--- config.mk ---
export PLATFORM = sky130hd
export DESIGN_NAME = gpr_ram
export DESIGN_NICKNAME = d
export VERILOG_FILES = /design/src/rtl/core/gpr_ram.sv
export SDC_FILE = /design/constraint.sdc
export NUM_CORES = 2
export LEC_CHECK = 0
export BUFFER_PORTS_ARGS = -buffer_cell sky130_fd_sc_hd__buf_2
export CAP_MARGIN = 15
export CORE_MARGIN = 2
export CORE_UTILIZATION = 41
export DETAILED_ROUTE_END_ITERATION = 8
export PLACE_DENSITY = 0.66
export SYNTH_ARGS = -nofsm -noshare
export SYNTH_HDL_FRONTEND = slang
export SYNTH_SLANG_ARGS = --single-unit
--- constraint.sdc ---
create_clock -name clk -period 3.2 [get_ports clk]
set_clock_uncertainty 0.2 [all_clocks]
set_input_delay 0.16 -clock clk [delete_from_list [all_inputs] [get_ports clk]]
set_output_delay 0.16 -clock clk [all_outputs]
set_load 0.01 [all_outputs]
--- src/rtl/core/gpr_ram.sv ---
// Generic single-port-write, single-port-read RAM with registered read data.
// No dependencies.
module gpr_ram #(
  parameter int unsigned WIDTH = 8,
  parameter int unsigned DEPTH = 256
) (
  input  logic                     clk,
  input  logic                     we,
  input  logic [$clog2(DEPTH)-1:0] waddr,
  input  logic [WIDTH-1:0]         wdata,
  input  logic                     re,
  input  logic [$clog2(DEPTH)-1:0] raddr,
  output logic [WIDTH-1:0]         rdata
);
  logic [WIDTH-1:0] mem [DEPTH];

  always_ff @(posedge clk) begin
    if (we) mem[waddr] <= wdata;
    if (re) rdata <= mem[raddr];
  end
endmodule

# After elaboration in Yosys (flattened, before gate mapping)
# Memory sizes are Yosys's and may differ from the RTL's. A register that Yosys moved wholly into a read port is not among the register bits.
# Index checks and enable logic that the tools add are counted.
dict set report totals {
  wordCells 3
  memories 1
  regBits 0
  ramBits 2048
  output_inout_bits 8
}
dict set report classes {
  mux 2
}
# name depth width rd rd_ports_with_merged_regs write_ports line_no
set memory_table {}
lappend memory_table {mem 256 8 1 1 1 15} ;# logic [WIDTH-1:0] mem [DEPTH];
# op count
set ops {}
lappend ops {{1-bit two-way mux} 2}

# Depth between registers and ports, before layout
dict set report depth {
  word_depth 2
  depth_mapped 11
}

# Worst setup path after synthesis
# OpenSTA, ideal clock, no wires.
dict set report synth_timing {
  path_type {in2reg}
  start {input port raddr[0]}
  end {register rdata[2], read port of mem (data pin)}
  path_stages 9
  required_time_ps 2731
  slack_ps 764
  arrival_time_ps 1967
  path_cell_list {buf_6 buf_12 buf_8 buf_2 mux4_2 a22oi_1 a21oi_1 nor4_1 nor4_2}
}
# item line_no
set synth_lines {}
lappend synth_lines {{start, declared} 12} ;# input logic [$clog2(DEPTH)-1:0] raddr,
lappend synth_lines {{end, declared} 13} ;# output logic [WIDTH-1:0] rdata

==> impl_metrics.py <==
metrics = {
    "die": {
        "initial_core_util_pct": 41.31,
        "die_x_um": 444.7,
        "core-area_um2": 192800,
        "die_h_um": 444.7,
        "pin_count": 35,
        "die_area_um2": 197800,
        "num_rows": 161,
    },
    "cells_and_area": {
        "stdcell_count": 6974,
        "seq_area_um2": 61740,
        "drive_gt1_share_pct": 29.20,
        "syn2layout_area_growth_pct": 16.60,
        "final_cell_area_um2": 92860,
        "fillers": 15413,
        "final_nets": 4303,
        "utilization_pct": 48.17,
        "multiInputGateArea_um2": 16490,
    },
    "detailed_routing": {
        "vias": 40581,
        "first_iter_violations": 5303,
        "drc": 0,
        "post_drt_wl_per_cell_um": 28.54,
        "dr.pass1.iters": 5,
        "ant_nets": 0,
        "viasPerCell": 5.819,
        "wl_um": 199000,
    },
    "critical_path": {
        "r2r_setup_slack_ps": 160,
        "setup.worst_path.end": "rdata[4]",
        "crit_buf_inv": 0,
        "reg2reg_from": "mem[67][4]",
        "critPathSlowestCell": "nor4_1",
        "r2r_end": "rdata[4]",
        "startpoint": "mem[67][4]",
        "ff2ff_path_depth": 5,
        "required_ps": 3570,
        "path_delay_family": "simple AND/OR/NAND/NOR gates",
        "cp-start-kind": "register",
        "crit_fanout": 1,
        "crit_cells": 5,
        "worstPathCellList": "mux4_2 > mux4_2 > nor2b_1 > nor4_1 > nor4_1",
        "crit_arrival_ps": 3410,
        "slowest_delay_ps": 840,
        "cp-end-kind": "register",
        "worstSetupPathType": "register to register",
    },
    "yosys": {
        "syn_nets": 3760,
        "synth_cell_type_count": 54,
        "syn-cell-area_um2": 79640,
        "async_flop_share_pct": 0,
        "ys_ff_latch": 2056,
        "yosysWarnings": 0,
        "syn-mean-instance-area_um2": 21.33,
        "syn_inst": 3733,
        "ys_seq_area_share_pct": 77.53,
        "synth-edff-count": 2056,
        "yosys_most_used_dff": "edfxtp_1",
    },
    "power_and_ir_drop": {
        "seq_power_share_pct": 53.4,
        "leakage_uw": 0.02952,
        "p_sw_share_pct": 21.46,
        "power_density_nw_per_um2": 600.3,
        "switching_power_uw": 11960,
        "max-vdd-ir-drop_mv": 0.5576,
        "p_int_uw": 43780,
        "power_frac_clock_pct": 41.4,
        "comb_power_share_pct": 5.2,
    },
    "global_route": {
        "track_usage_pct": 20.07,
        "grt_pass1_wl_um": 287500,
        "grt_pass1_vias": 40299,
        "antenna_found_initial": 11,
        "grt_remaining_overflow": 0,
        "grt_max_degree": 109,
    },
    "hold_path": {
        "whs_path_depth": 5,
        "min_path_type": "input pin to register",
    },
    "clock_network": {
        "cts_buffers": 201,
        "clock_latency_ps": 860,
        "path_clk_slew_ps": 60,
        "cts_resized": 0,
        "cts_setup_buffers": 0,
        "cts.sinks": 2056,
        "htreeDepth": 4,
        "cts_buffer_depth": 3,
        "cts-root-buf": "clkbuf_16",
        "cts_tree": "done",
    },
    "placement": {
        "gp_congestion": 0.8782,
        "dp_slack_ps": -535.5,
        "placed_area_um2": 86240,
        "dp_hpwl_um": 128500,
        "numPlacedInstances": 6579,
        "numPortBuffers": 34,
    },
    "timing": {
        "fmax_mhz": 328.7,
        "tightest_slew_ps": 1058,
        "setup_viol": 0,
        "fin_ws_ps": 157.6,
        "drv_slew": 0,
        "min_period_ps": 3042,
        "fin_tns_setup_ps": 0,
        "relSlewSlack_pct": 28.90,
        "rsz0062_at_grt": "false",
        "fin_crit_sh_pct": 95.07,
        "finalHoldViolCount": 0,
    },
    "run": {
        "cap_viol_max_count": 0,
    },
    "status": {
        "status": "finished clean",
    },
}
==> sequential cells by signal, indices dropped and copies added (netlist names) <==
name / count
mem: 2048
rdata: 8
==> stage by stage <==
step	hold slack [ps]	total power (uW)
after detailed placement	291.3	33210
final	80.04	55740
after floorplan	58.87	31740
after global routing	69.22	57290
after global placement	288.4	33170
after CTS	10.20	56100
==> cells in the mapped netlist, drive strengths merged, types with 4 or more instances <==
library cell	count	area share [%]
nand4	10	0.079
a221oi	14	0.16
o32ai	5	0.064
nand3	34	0.21
or2	4	0.031
nand2	33	0.16
o22ai	28	0.22
edfxtp	2056	78
mux2i	134	1.7
a22o	8	0.088
nor2b	31	0.24
a2111oi	5	0.066
clkbuf	111	0.52
mux4	456	13
o221ai	47	0.52
a22oi	133	1.3
nor2	282	1.3
a21oi	96	0.60
o22a	5	0.055
o211ai	10	0.094
nor4	27	0.24
nor3	22	0.14
nand2b	8	0.063
and2	6	0.047
buf	122	1.3
o21ai	12	0.075
a211oi	16	0.15
==> logic make-up after synthesis <==
family          Yosys count  synth area share (%)
buf+inv                 235                 1.829
mux                     591                 14.60
flops                  2056                 77.53
simple gates            466                 2.625
compound gates          385                 3.416
==> final cells by class <==
cell class | count | share of cell area, %
Sequential cell | 2056 | 66.49
Multi-Input combinational cell | 1442 | 17.76
Clock buffer | 247 | 5.603
Timing Repair Buffer | 573 | 5.429
Tap cell | 2526 | 3.404
Clock inverter | 122 | 1.294
Antenna cell | 6 | 0.01617
Inverter | 2 | 0.008085
==> how the worst min path moves through the flow <==
stage / start / to / slack (ps)
final: waddr[7] / mem[220][5] / 80
after global routing: waddr[7] / mem[220][3] / 70
after CTS: waddr[7] / mem[218][0] / 10
after detailed placement: wdata[1] / mem[86][1] / 290
after global placement: wdata[1] / mem[86][1] / 290
after floorplan: wdata[0] / mem[0][0] / 60
==> per-layer routing <==
metal	up-vias	global-route usage, %	wire length [um]
li1	16794	-	-
met1	21554	28.66	80570
met2	1933	31.22	93830
met3	298	3.967	18560
met4	2	6.338	6046
met5	-	0	13
==> power by group through the flow <==
stage	Sequential (uW)	Clock (uW)	Combinational, uW
after floorplan	30300	0	1440
after global placement	30300	0	2870
after detailed placement	30300	0	2900
after CTS	29700	23400	2940
after global routing	29700	24500	3070
final	29700	23100	2920
==> worst register-to-register path, stage by stage (launching register included) <==
cell and delay (ps):
edfxtp_1 380, mux4_2 550, mux4_2 530, nor2b_1 160
nor4_1 840, nor4_1 140
==> repair_timing <==
action                     in CTS  in global routing
hold buffers                   20                  0
setup endpoints to repair       0                  0
hold endpoints to repair     1840                  0
==> cell usage in the layout, fill, tap and decap left out, types with 6 or more instances in the layout <==
master / instances
nand4_1: 10
o22ai_1: 28
bufinv_16: 17
clkbuf_16: 201
nor2_1: 279
a221oi_1: 13
o211ai_1: 10
a21oi_1: 96
dlygate4sd3_1: 20
nand3_1: 33
nor3_1: 22
mux4_2: 454
a22o_1: 8
nor2b_1: 28
o21ai_0: 10
mux2i_1: 134
a22oi_1: 133
o221ai_1: 46
nand2_1: 33
nor4_1: 24
clkinv_2: 29
diode_2: 6
nand2b_1: 8
clkinvlp_4: 6
clkbuf_1: 46
buf_4: 467
buf_2: 22
a211oi_1: 16
and2_1: 6
clkinv_1: 54
edfxtp_1: 2056
buf_12: 54
Note: power is estimated with default switching activity, not from simulation.
