`config.mk`:
```
export PLATFORM = sky130hd
export DESIGN_NAME = gpr_blend
export DESIGN_NICKNAME = d
export VERILOG_FILES = /design/src/rtl/core/gpr_pkg.sv /design/src/rtl/core/gpr_blend.sv
export SDC_FILE = /design/constraint.sdc
export NUM_CORES = 1
export LEC_CHECK = 0
export BUFFER_PORTS_ARGS = -buffer_cell sky130_fd_sc_hd__buf_2
export CAP_MARGIN = 20
export CORE_MARGIN = 1
export CORE_UTILIZATION = 55
export DETAILED_ROUTE_END_ITERATION = 10
export MAX_ROUTING_LAYER = met4
export PLACE_DENSITY = 0.72
export RECOVER_POWER = 25
export SKIP_LAST_GASP = 1
export SYNTH_ARGS = -nofsm -noshare
export SYNTH_HDL_FRONTEND = slang
export SYNTH_SLANG_ARGS = --single-unit
```
`constraint.sdc`:
```
create_clock -name clk -period 21.8 [get_ports clk]
set_input_delay 1.09 -clock clk [delete_from_list [all_inputs] [get_ports clk]]
set_output_delay 1.09 -clock clk [all_outputs]
set_load 0.1 [all_outputs]
```
`src/rtl/core/gpr_pkg.sv`:
```
// Shared types, command codes and blend helpers for the glyph pixel renderer.
// No dependencies.
package gpr_pkg;

  typedef enum logic [1:0] {
    CMD_WR_BYTE   = 2'd0,
    CMD_WR_RECORD = 2'd1,
    CMD_RENDER    = 2'd2,
    CMD_UNUSED    = 2'd3
  } cmd_t;

  localparam int unsigned REG_FOUR_BIT    = 0;
  localparam int unsigned REG_FIRST_CODE  = 1;
  localparam int unsigned REG_GLYPH_COUNT = 2;
  localparam int unsigned REG_FONT_HEIGHT = 3;
  localparam int unsigned REG_FG_COLOR    = 4;
  localparam int unsigned REG_BG_COLOR    = 5;

  localparam int unsigned RECORD_W = 53;
  localparam int unsigned CFG_IDX_W = 3;
  localparam int unsigned CFG_DATA_W = 16;

  // Decoded glyph record
  typedef struct packed {
    logic        present;
    logic [7:0]  adv;
    logic [7:0]  ybear;
    logic [7:0]  xbear;
    logic [7:0]  height;
    logic [7:0]  width;
    logic [11:0] offset;
  } glyph_rec_t;

  // Metric fields carried alongside each render beat
  typedef struct packed {
    logic       present;
    logic [7:0] width;
    logic [7:0] height;
    logic [7:0] xbear;
    logic [7:0] ybear;
    logic [7:0] adv;
  } glyph_info_t;

  // One channel: (f*a + b*(15-a) + 7) / 15, numerator below 1024.
  // x/15 = (x*0x889) >> 15 exactly for x < 2^12.
  function automatic logic [5:0] mix_ch(input logic [5:0] f, input logic [5:0] b,
                                        input logic [3:0] a);
    logic [10:0] num;
    logic [22:0] prod;
    num  = 11'(f) * 11'(a) + 11'(b) * (11'd15 - 11'(a)) + 11'd7;
    prod = 23'(num) * 23'h889;
    return prod[20:15];
  endfunction

endpackage

```
`src/rtl/core/gpr_blend.sv`:
```
// Registered per-channel blend of RGB565 colours by coverage, at the end of the pipeline.
// Depends on gpr_pkg.
module gpr_blend (
  input  logic        clk,
  input  logic        en,
  input  logic [3:0]  cov,
  input  logic [15:0] fg,
  input  logic [15:0] bg,
  output logic [3:0]  cov_q,
  output logic [15:0] color
);
  logic [15:0] f, b;
  logic [4:0]  r, bl;
  logic [5:0]  g;
  logic [15:0] mixed;

  assign f = {fg[7:0], fg[15:8]};
  assign b = {bg[7:0], bg[15:8]};
  assign r  = 5'(gpr_pkg::mix_ch({1'b0, f[15:11]}, {1'b0, b[15:11]}, cov));
  assign g  = gpr_pkg::mix_ch(f[10:5], b[10:5], cov);
  assign bl = 5'(gpr_pkg::mix_ch({1'b0, f[4:0]}, {1'b0, b[4:0]}, cov));
  assign mixed = {r, g, bl};

  always_ff @(posedge clk) begin
    if (en) begin
      cov_q <= cov;
      if (cov == 4'd0)       color <= bg;
      else if (cov == 4'd15) color <= fg;
      else                   color <= {mixed[7:0], mixed[15:8]};
    end
  end
endmodule

```
* After elaboration in Yosys (flattened, before gate mapping)
Cells that the tools add are included.
** Operators by class
- Reductions and logical operators :: 1
- $mul :: 9
- $add $sub $neg :: 7
- Equal/unequal tests :: 1
- Multiplexer cells :: 2
** Operator list (number)
- 11-bit by 12-bit multiplier with 20-bit output (second input constant) :: 2
- 11-bit by 3-bit adder with 11-bit output (second input constant) :: 3
- 16-bit 2-to-1 mux :: 2
- 9-bit by 11-bit adder with 11-bit output :: 2
- 11-bit by 12-bit multiplier with 21-bit output (second input constant) :: 1
- 5-bit by 4-bit multiplier with 9-bit output :: 2
- 10-bit by 11-bit adder with 11-bit output :: 1
- 5-bit by 11-bit multiplier with 11-bit output :: 1
- 6-bit by 11-bit multiplier with 11-bit output :: 1
- 6-bit by 5-bit multiplier with 11-bit output :: 1
- 6-bit by 4-bit multiplier with 10-bit output :: 1
- 4-bit by 4-bit subtractor with 5-bit output (first input constant) :: 1
- 4-bit equality test (second input constant) :: 1
- 4-bit zero test :: 1
** Storage, ports and cells
- Word-level logic and storage cells :: 22
- Register bits after elaboration :: 20
- Output and inout port bits :: 20
- Input bits :: 38

* Longest topological paths before layout
Gate-level depths: netlist of run 1.
- Depth after elaboration :: 7
- Mapped depth :: 34
- Depth with buffers taken out :: 32

* Worst setup path after synthesis of run 1
No wires, ideal clock.
- Path kind :: in2reg
- Start :: input port cov[2]
- End :: register color[2] (data pin)
- Data arrival time :: 8563 ps
- Setup slack :: 12983 ps
- Data required time :: 21546 ps
- Stages on the path :: 30
- Buffers on the path :: 2
- Path through :: clkbuf_1 -> clkbuf_1 -> nand2_1 -> fa_1 -> fa_1 -> fa_1 -> fa_1 -> fa_1 -> inv_1 -> ha_1 -> a21oi_1 -> o21bai_1 -> a21oi_1 -> o21ai_0 -> or4_1 -> nand3_1 -> ha_1 -> inv_1 -> fa_1 -> fa_1 -> inv_1 -> ha_1 -> ha_1 -> nand4_1 -> o211ai_1 -> a31oi_1 -> o21ai_2 -> a21oi_2 -> xnor3_1 -> o21a_1
** Between the ends
- Word-level cells in the longest chain between the ends :: 7
** Ends and longest elaborated chain
- start, declared :: line gpr_blend.sv:6 : input logic [3:0] cov,
- 4-bit by 4-bit subtractor with 5-bit output :: line gpr_pkg.sv:50 : num = 11'(f) * 11'(a) + 11'(b) * (11'd15 - 11'(a)) + 11'd7;
- 6-bit by 11-bit multiplier with 11-bit output :: line gpr_pkg.sv:50
- 10-bit by 11-bit adder with 11-bit output :: line gpr_pkg.sv:50
- 11-bit by 3-bit adder with 11-bit output :: line gpr_pkg.sv:50
- 11-bit by 12-bit multiplier with 21-bit output :: line gpr_pkg.sv:51 : prod = 23'(num) * 23'h889;
- 16-bit 2-to-1 mux :: line gpr_blend.sv:28 : else if (cov == 4'd15) color <= fg;
- 16-bit 2-to-1 mux * :: line gpr_blend.sv:27 : if (cov == 4'd0) color <= bg;
- end signal, assigned :: line gpr_blend.sv:27
- end signal, assigned :: line gpr_blend.sv:28
- end signal, assigned :: line gpr_blend.sv:29 : else color <= {mixed[7:0], mixed[15:8]};
- end, declared :: line gpr_blend.sv:10 : output logic [15:0] color
Mark *: on every way between the ends. The rest lies on a longest branch, timed or not.
A chain may end at the register's enable or synchronous reset.

* Final worst setup path of run 1
- Start :: input port cov[1]
- End :: register color[2] (data pin)
The elaborated chain is that of the path after synthesis.

==> run metrics, run 1 <==
io pins=58; Yosys reg bits=20; Syn Inst Count=895; Critical Path RT=21820 ps; worst hold endpoint=color[6]; Top FF cell, synth=edfxtp_1; Synth-to-Final Area Change=6.79%; hold path depth=3; uppermost routed layer=met4; RSZ-0062 raised after global routing=no; leading area contributor after synthesis=ha_1; DR WL/cell=15.6 um; Crit. End Element=register; Avg Synthesized Cell Area=between 9 and 10 sq um; fin area=8730 sq um; CTS tree=built; Final Max Tran Viols=0; CP peak stage delay=about 1100 ps; fillers=1286; vias=slightly above 6000; Tcrit/Tclk final=43.8%; mux cell area share after synthesis=0.704%; CTS buffer count=3; IO buf count=57; post_cts resized=0; Setup Buffers After CTS=0; via/cell ratio=~5.4; fraction of layout cells with a size suffix above 1=7.26%; share of the synthesized area in the top cell type=28.5%; Crit Path Class=in -> reg; final wirelength=roughly 18000 um; Mapped Nets=around 1200; crit-path leading delay family=adder cells; worst-path fanout max=36; register area share after synthesis=~7.3%; number of global-route vias before repair=6211; Setup Viol. Count Final=0; routed wire length on met2=approximately 8500 um; WP data arrival=around 9600 ps; DRT met1 WL=7900 um; xor/xnor share of the synthesized area=under 10%; synth top area cells=ha_1, fa_1, inv_1; Max-Cap Viols=0; max frequency=105 MHz; largest net degree at the start of global routing=41; Layout Nets=1273; most used cell, CP=fa_1; crit path time final=between 9000 and 10000 ps; clk slew on worst S/H paths=70 ps; Buf/Inv on CP=4; worst slew pin tran=1480 ps; number of synthesized flops with an enable pin=20; row cnt=between 40 and 50; Die ar.=15400 sq um; CP Launch Type=primary input; H-tree levels=1; Post-Layout Cell Count=1121; Cells after DPL=1117; Iteration-0 DRC Markers=303; drt pass-1 iters=4; Synth Area in Simple Gates=13.8%; Tot GR Track Use=26.0%; remaining routing DRC violations=0; status=complete, no violations; gpl congestion=~0.91; Max-slew headroom=1.33%; wire length on met3=878 um; Num Clock Sinks=20; die outline height=124 um; global route overflow=0; Setup TNS=0 ps; Post-DP Area=8630 sq um; synthesized area=slightly above 8000 sq um; initial core utilization=56.3%; post-detail-place hpwl=14800 um; number of antenna violations at the first check in global routing=0; largest family of logic cells by synthesized area=adder cells; hold buffers post-CTS=0; Post-DRT Antenna Nets=0; final hold violations=0; asr flop ratio synth=0%; Yosys cell types=between 50 and 60; adder-cell share of the synthesized area=approximately 56%; first-pass GRT wire length=approximately 30000 um; Worst Hold Class=in -> reg; hold_sp=bg[6]; FF+latch area=601 sq um; YS warnings=0; Root Buffer=clkbuf_16; area of the multi-input gates=6770 sq um; complex-gate fraction of the synthesized area=8.46%; n_diodes=0; critical path's slowest cell=clkbuf_1; Core Region=14500 sq um; CTS Buffer Depth=2; Die Width=124 um
==> flip-flops by register name (all words and copies together) (netlist names) <==
register and flops:
cov_q 4, color 16
==> through the flow <==
| stage | util [%] | hold WS (ps) | setup slack (ps) |
|---|---|---|---|
| floorplan | - | 1190 | 12980 |
| CTS | 60.1 | 1220 | 12760 |
| global placement | 59.4 | 1490 | 12690 |
| finish | 60.1 | 1220 | 12250 |
| global route | 60.1 | 1220 | 11710 |
| detailed placement | 59.4 | 1500 | 12490 |
==> tightest hold or removal path, stage by stage <==
cell	delay [ps]
buf_2	130
a22oi_1	90
o21ai_0	70
==> Yosys cell counts (17+ instances only) <==
cell,n
inv_1,197
ha_1,186
fa_1,111
nand2_1,64
nor2b_1,50
and2_1,25
nor2_1,24
a21oi_1,22
o21ai_0,22
edfxtp_1,20
clkbuf_1,18
nand2b_1,17
==> layout by cell type, fill, tap and decap left out, types with 20 or more instances in the layout <==
cell      Yosys  final
and2_1       25     25
buf_2         1     55
a21oi_1      22     22
nor2_1       24     24
ha_1        186    186
nor2b_1      50     50
nand2_1      64     64
fa_1        111    111
edfxtp_1     20     20
o21ai_0      22     22
inv_1       197    197
==> routing by layer <==
metal / up-vias / GRT usage (%)
met3: 16 / 3.07
met2: 123 / 44.1
met4: 0 / 3.57
li1: 2971 / -
met1: 2934 / 34.4
met5: - / -
==> worst max-delay path by stage <==
stage	from	to	slack, ps	cells after the start
2_1_floorplan	cov[2]	color[2]	12980	30
3_3_place_gp	cov[3]	color[2]	12690	29
3_5_place_dp	cov[2]	color[2]	12490	29
4_1_cts	cov[2]	color[2]	12760	29
5_1_grt	cov[1]	color[2]	11710	29
6_report	cov[1]	color[2]	12250	29
==> area by class of cell <==
cell class                 instances  share of cell area (%)
multi-input combinational        658                    77.5
clock inverter                     1                   0.344
sequential                        20                    6.88
inverter                         197                    8.47
tap                              184                    2.64
clock buffer                       3                   0.859
timing repair buffer              58                    3.32
==> cell families after synthesis <==
kind of cell / after synthesis
buf+inv: 217
simple gates: 216
fa+ha+maj: 297
other cells: 2
compound gates: 104
mux: 5
flops: 20
xor+xnor: 34
Power of run 1 is left out: the tool's default activity adds up to more than one toggle a clock period on the data nets, which glitch-free logic cannot reach.
==> run 2: changes to the inputs <==
clock period = 9 ns   (was 21.8 ns; I/O delays follow)
==> run metrics, run 2 (synthesized netlist as in run 1, its figures left out) <==
final hold violations=0 (unchanged); most common cell after layout, fill and taps aside=inv_1; first-pass GRT wire length=29600 um (-0.33%); Critical Path RT=9010 ps (-12810 ps); CTS buffer count=3 (unchanged); Reg with most FFs=color; H-tree levels=1 (unchanged); Root Buffer=clkbuf_16; row cnt=44 (unchanged); Tot GR Track Use=25.9% (-0.16 points); post-detail-place hpwl=15300 um (+3.1%); final wirelength=17800 um (+1.6%); most used cell, CP=fa_1; post_cts resized=0 (unchanged); gpl congestion=0.856 (-5.5%); uppermost routed layer=met4; via/cell ratio=5.43 (+0.68%); Num Clock Sinks=20 (unchanged); Post-DP Area=8680 sq um (+0.52%); Layout Nets=1279 (+0.47%); Crit. End Element=register; Tcrit/Tclk final=92.0%; number of antenna violations at the first check in global routing=1 (+1); vias=6123 (+1.3%); worst slew pin tran=1300 ps (-182 ps); fillers=1337 (+4.0%); fraction of layout cells with a size suffix above 1=7.64% (+0.38 points); Setup Viol. Count Final=0 (unchanged); CTS tree=built; Crit Path Class=in -> reg; max frequency=121 MHz; Min Hold Slack=565 ps (-656 ps); Setup Buffers After CTS=0 (unchanged); global route overflow=0 (unchanged); RSZ-0062 raised after global routing=no; Post-DRT Antenna Nets=0 (unchanged); die outline height=124 um (unchanged); final setup margin=724 ps (-11530 ps); Setup TNS=0 ps (unchanged); initial core utilization=56.3% (unchanged); number of global-route vias before repair=6192 (-0.31%); crit path time final=a little over 8000 ps; max reg flops=16 (unchanged); routed wire length on met2=8470 um (-0.81%); IO buf count=57 (unchanged); Max-slew headroom=13.5% (+12 points); DRT met1 WL=8390 um (+6.2%); fin area=8750 sq um (+0.20%); status=complete, no violations; Max-Cap Viols=0 (unchanged); pre-CTS setup slack=664 ps (-11820 ps); CTS Buffer Depth=2 (unchanged); Worst Hold Class=in -> reg; Iteration-0 DRC Markers=255 (-16%); Final Max Tran Viols=0 (unchanged); CP Launch Type=primary input; largest net degree at the start of global routing=25 (-39%); WP data arrival=8290 ps (-1280 ps); Core Region=14500 sq um (unchanged); DR WL/cell=15.8 um (+0.96%); critical path's slowest cell=fa_1; CP peak stage delay=540 ps (-510 ps); clk slew on worst S/H paths=60 ps (about the same); Synth-to-Final Area Change=7.01%; Die Width=124 um (unchanged); Die ar.=15400 sq um (unchanged); worst-path fanout max=14 (-61%); Critical Path Start=cov[2]; io pins=58 (unchanged); remaining routing DRC violations=0 (unchanged); Worst Setup EP=color[2]; biggest regs=color (16), cov_q (4); most frequent cells in the layout=inv_1, ha_1, fa_1; wire length on met3=653 um (-26%); drt pass-1 iters=5 (+1); hold buffers post-CTS=0 (unchanged)
## run 2: worst min path at each step
stage / start / cells past startpoint / endpoint
6_report: bg[4] / 3 / color[4]
5_1_grt: fg[12] / 3 / color[12]
4_1_cts: bg[4] / 3 / color[4]
3_5_place_dp: fg[12] / 3 / color[12]
3_3_place_gp: fg[12] / 3 / color[12]
2_1_floorplan: cov[0] / 0 / cov_q[0]
## run 2: through the flow
| step | cells | utilization [%] |
|---|---|---|
| 2_1_floorplan | 895 | - |
| 3_3_place_gp | 1123 | 59.7 |
| 3_5_place_dp | 1123 | 59.7 |
| 4_1_cts | 1127 | 60.2 |
| 5_1_grt | 1128 | 60.2 |
| 6_report | 1128 | 60.2 |
## run 2: layout make-up
cell class,instances,area [sq um],area share (%)
antenna,1,2.50,0.0286
clock buffer,3,75.1,0.858
clock inverter,1,3.75,0.0429
inverter,197,739,8.45
multi-input combinational,658,6770,77.3
sequential,20,601,6.86
tap,184,230,2.63
timing repair buffer,64,332,3.79
## run 2: per-layer routing
| layer | track usage (%) | vias up |
|---|---|---|
| met3 | 2.79 | 23 |
| met4 | 4.46 | 0 |
| met2 | 43.4 | 126 |
| li1 | - | 2987 |
| met1 | 34.3 | 2987 |
| met5 | - | - |
## run 2: worst max-delay path: cells and delay by family
kind / cells / cell delay [ps]
AO/OA/AOI/OAI: 9 / 1580
XOR/XNOR: 1 / 310
adder cells (fa/ha/maj): 11 / 4490
buffers and inverters: 4 / 590
AND/OR/NAND/NOR: 4 / 870
Power of run 2 is left out for the same reason.
==> run 3: changes to the inputs <==
CTS_CLUSTER_SIZE = 25   (was not set)
GPL_ROUTABILITY_DRIVEN = 0   (was not set)
PLACE_DENSITY = not set   (was 0.72)
PLACE_DENSITY_LB_ADDON = 0.2   (was not set)
==> run metrics, run 3 (synthesized netlist as in run 1, its figures left out) <==
max frequency=122 MHz (+1.1%); row cnt=44 (unchanged); Post-DRT Antenna Nets=0 (unchanged); number of global-route vias before repair=6227 (+0.57%); pre-CTS setup slack=564 ps (-100 ps); Root Buffer=clkbuf_16; worst-path fanout max=15 (+1); max reg flops=16 (unchanged); clk slew on worst S/H paths=60 ps (about the same); CTS Buffer Depth=2 (unchanged); critical path depth=27 (-6.9%); Crit Path Class=in -> reg; Core Region=14500 sq um (unchanged); critical path's slowest cell=clkbuf_1; IO buf count=57 (unchanged); Max-Cap Viols=0 (unchanged); number of antenna violations at the first check in global routing=2 (+1); Max-slew headroom=19.5% (+6.1 points); Worst Hold Class=in -> reg; Buf/Inv on CP=5 (+1); most common cell after layout, fill and taps aside=inv_1; hold path depth=3 (unchanged); final wirelength=18000 um (+1.0%); initial core utilization=56.3% (unchanged); Post-Layout Cell Count=1128 (unchanged); post-detail-place hpwl=15500 um (+1.6%); drt pass-1 iters=7 (+2); Cells after DPL=1122 (-0.089%); Setup Buffers After CTS=0 (unchanged); CP peak stage delay=590 ps (+50 ps); status=complete, no violations; CTS buffer count=3 (unchanged); fraction of layout cells with a size suffix above 1=7.75% (+0.11 points); Tot GR Track Use=26.4% (+0.48 points); Crit. End Element=register; die outline height=124 um (unchanged); largest net degree at the start of global routing=27 (+8.0%); Layout Nets=1278 (-0.078%); most used cell, CP=fa_1; via/cell ratio=5.38 (-0.95%); Iteration-0 DRC Markers=277 (+8.6%); crit-path leading delay family=adder cells; Min Hold Slack=563 ps (-2.17 ps); hold buffers post-CTS=0 (unchanged); CP Launch Type=primary input; final setup margin=810 ps (+86.5 ps); DR WL/cell=15.9 um (+1.0%); biggest regs=color (16), cov_q (4); worst slew pin tran=1210 ps (-90.8 ps); most frequent cells in the layout=inv_1, ha_1, fa_1; remaining routing DRC violations=0 (unchanged); Final Max Tran Viols=0 (unchanged); H-tree levels=1 (unchanged); Reg with most FFs=color; RSZ-0062 raised after global routing=no; Synth-to-Final Area Change=7.28%; final hold violations=0 (unchanged); crit path time final=8190 ps (-86.5 ps); post_cts resized=0 (unchanged); Tcrit/Tclk final=91.0% (-0.96 points); vias=6065 (-0.95%); Critical Path RT=9010 ps (about the same); CTS tree=built; Setup TNS=0 ps (unchanged); Num Clock Sinks=20 (unchanged); Die Width=124 um (unchanged); first-pass GRT wire length=30100 um (+1.6%); WP data arrival=8200 ps (-90 ps); Die ar.=15400 sq um (unchanged); io pins=58 (unchanged); global route overflow=0 (unchanged); Setup Viol. Count Final=0 (unchanged)
## run 3: cell count changes in the layout (fill, tap and decap cells not counted), sizes merged
cell | before | now
diode | 1 | 2
bufinv | 0 | 1
clkinv | 1 | 0
clkbuf | 6 | 5
## run 3: final timing paths
path                  slack, ps   start        end
worst max-delay path        810  cov[0]  color[12]
worst min-delay path        560  fg[12]  color[12]
## run 3: tightest hold or removal path: cells and delay by family
| kind | cells | cell delay [ps] |
|---|---|---|
| buf+inv | 1 | 130 |
| compound gates | 1 | 70 |
| simple gates | 1 | 60 |
## run 3: per-layer routing
layer / part of all wire (%) / vias up / track usage [%]
met3: 5.1 / 27 / 4.12
li1: - / 2987 / -
met1: 47 / 2912 / 34.3
met4: 1.8 / 0 / 5.13
met5: 0 / - / -
met2: 46 / 139 / 43.8
## run 3: final cells by class
class / instances / area (sq um)
diodes: 2 / 5.00
multi-input cells: 658 / 6770
fillers: 1321 / 5760
flip-flops and latches: 20 / 601
inverters: 197 / 739
repair buffers: 63 / 325
well taps: 184 / 230
clock inverters: 1 / 30.0
clock buffers: 3 / 75.1
## run 3: stage by stage
| step | utilization [%] | cell area (sq um) |
|---|---|---|
| global route | 60.4 | 8770 |
| CTS | 60.4 | 8770 |
| floorplan | - | 8180 |
| global placement | 59.7 | 8670 |
| detailed placement | 59.7 | 8670 |
| finish | 60.4 | 8770 |
Power of run 3 is left out for the same reason.
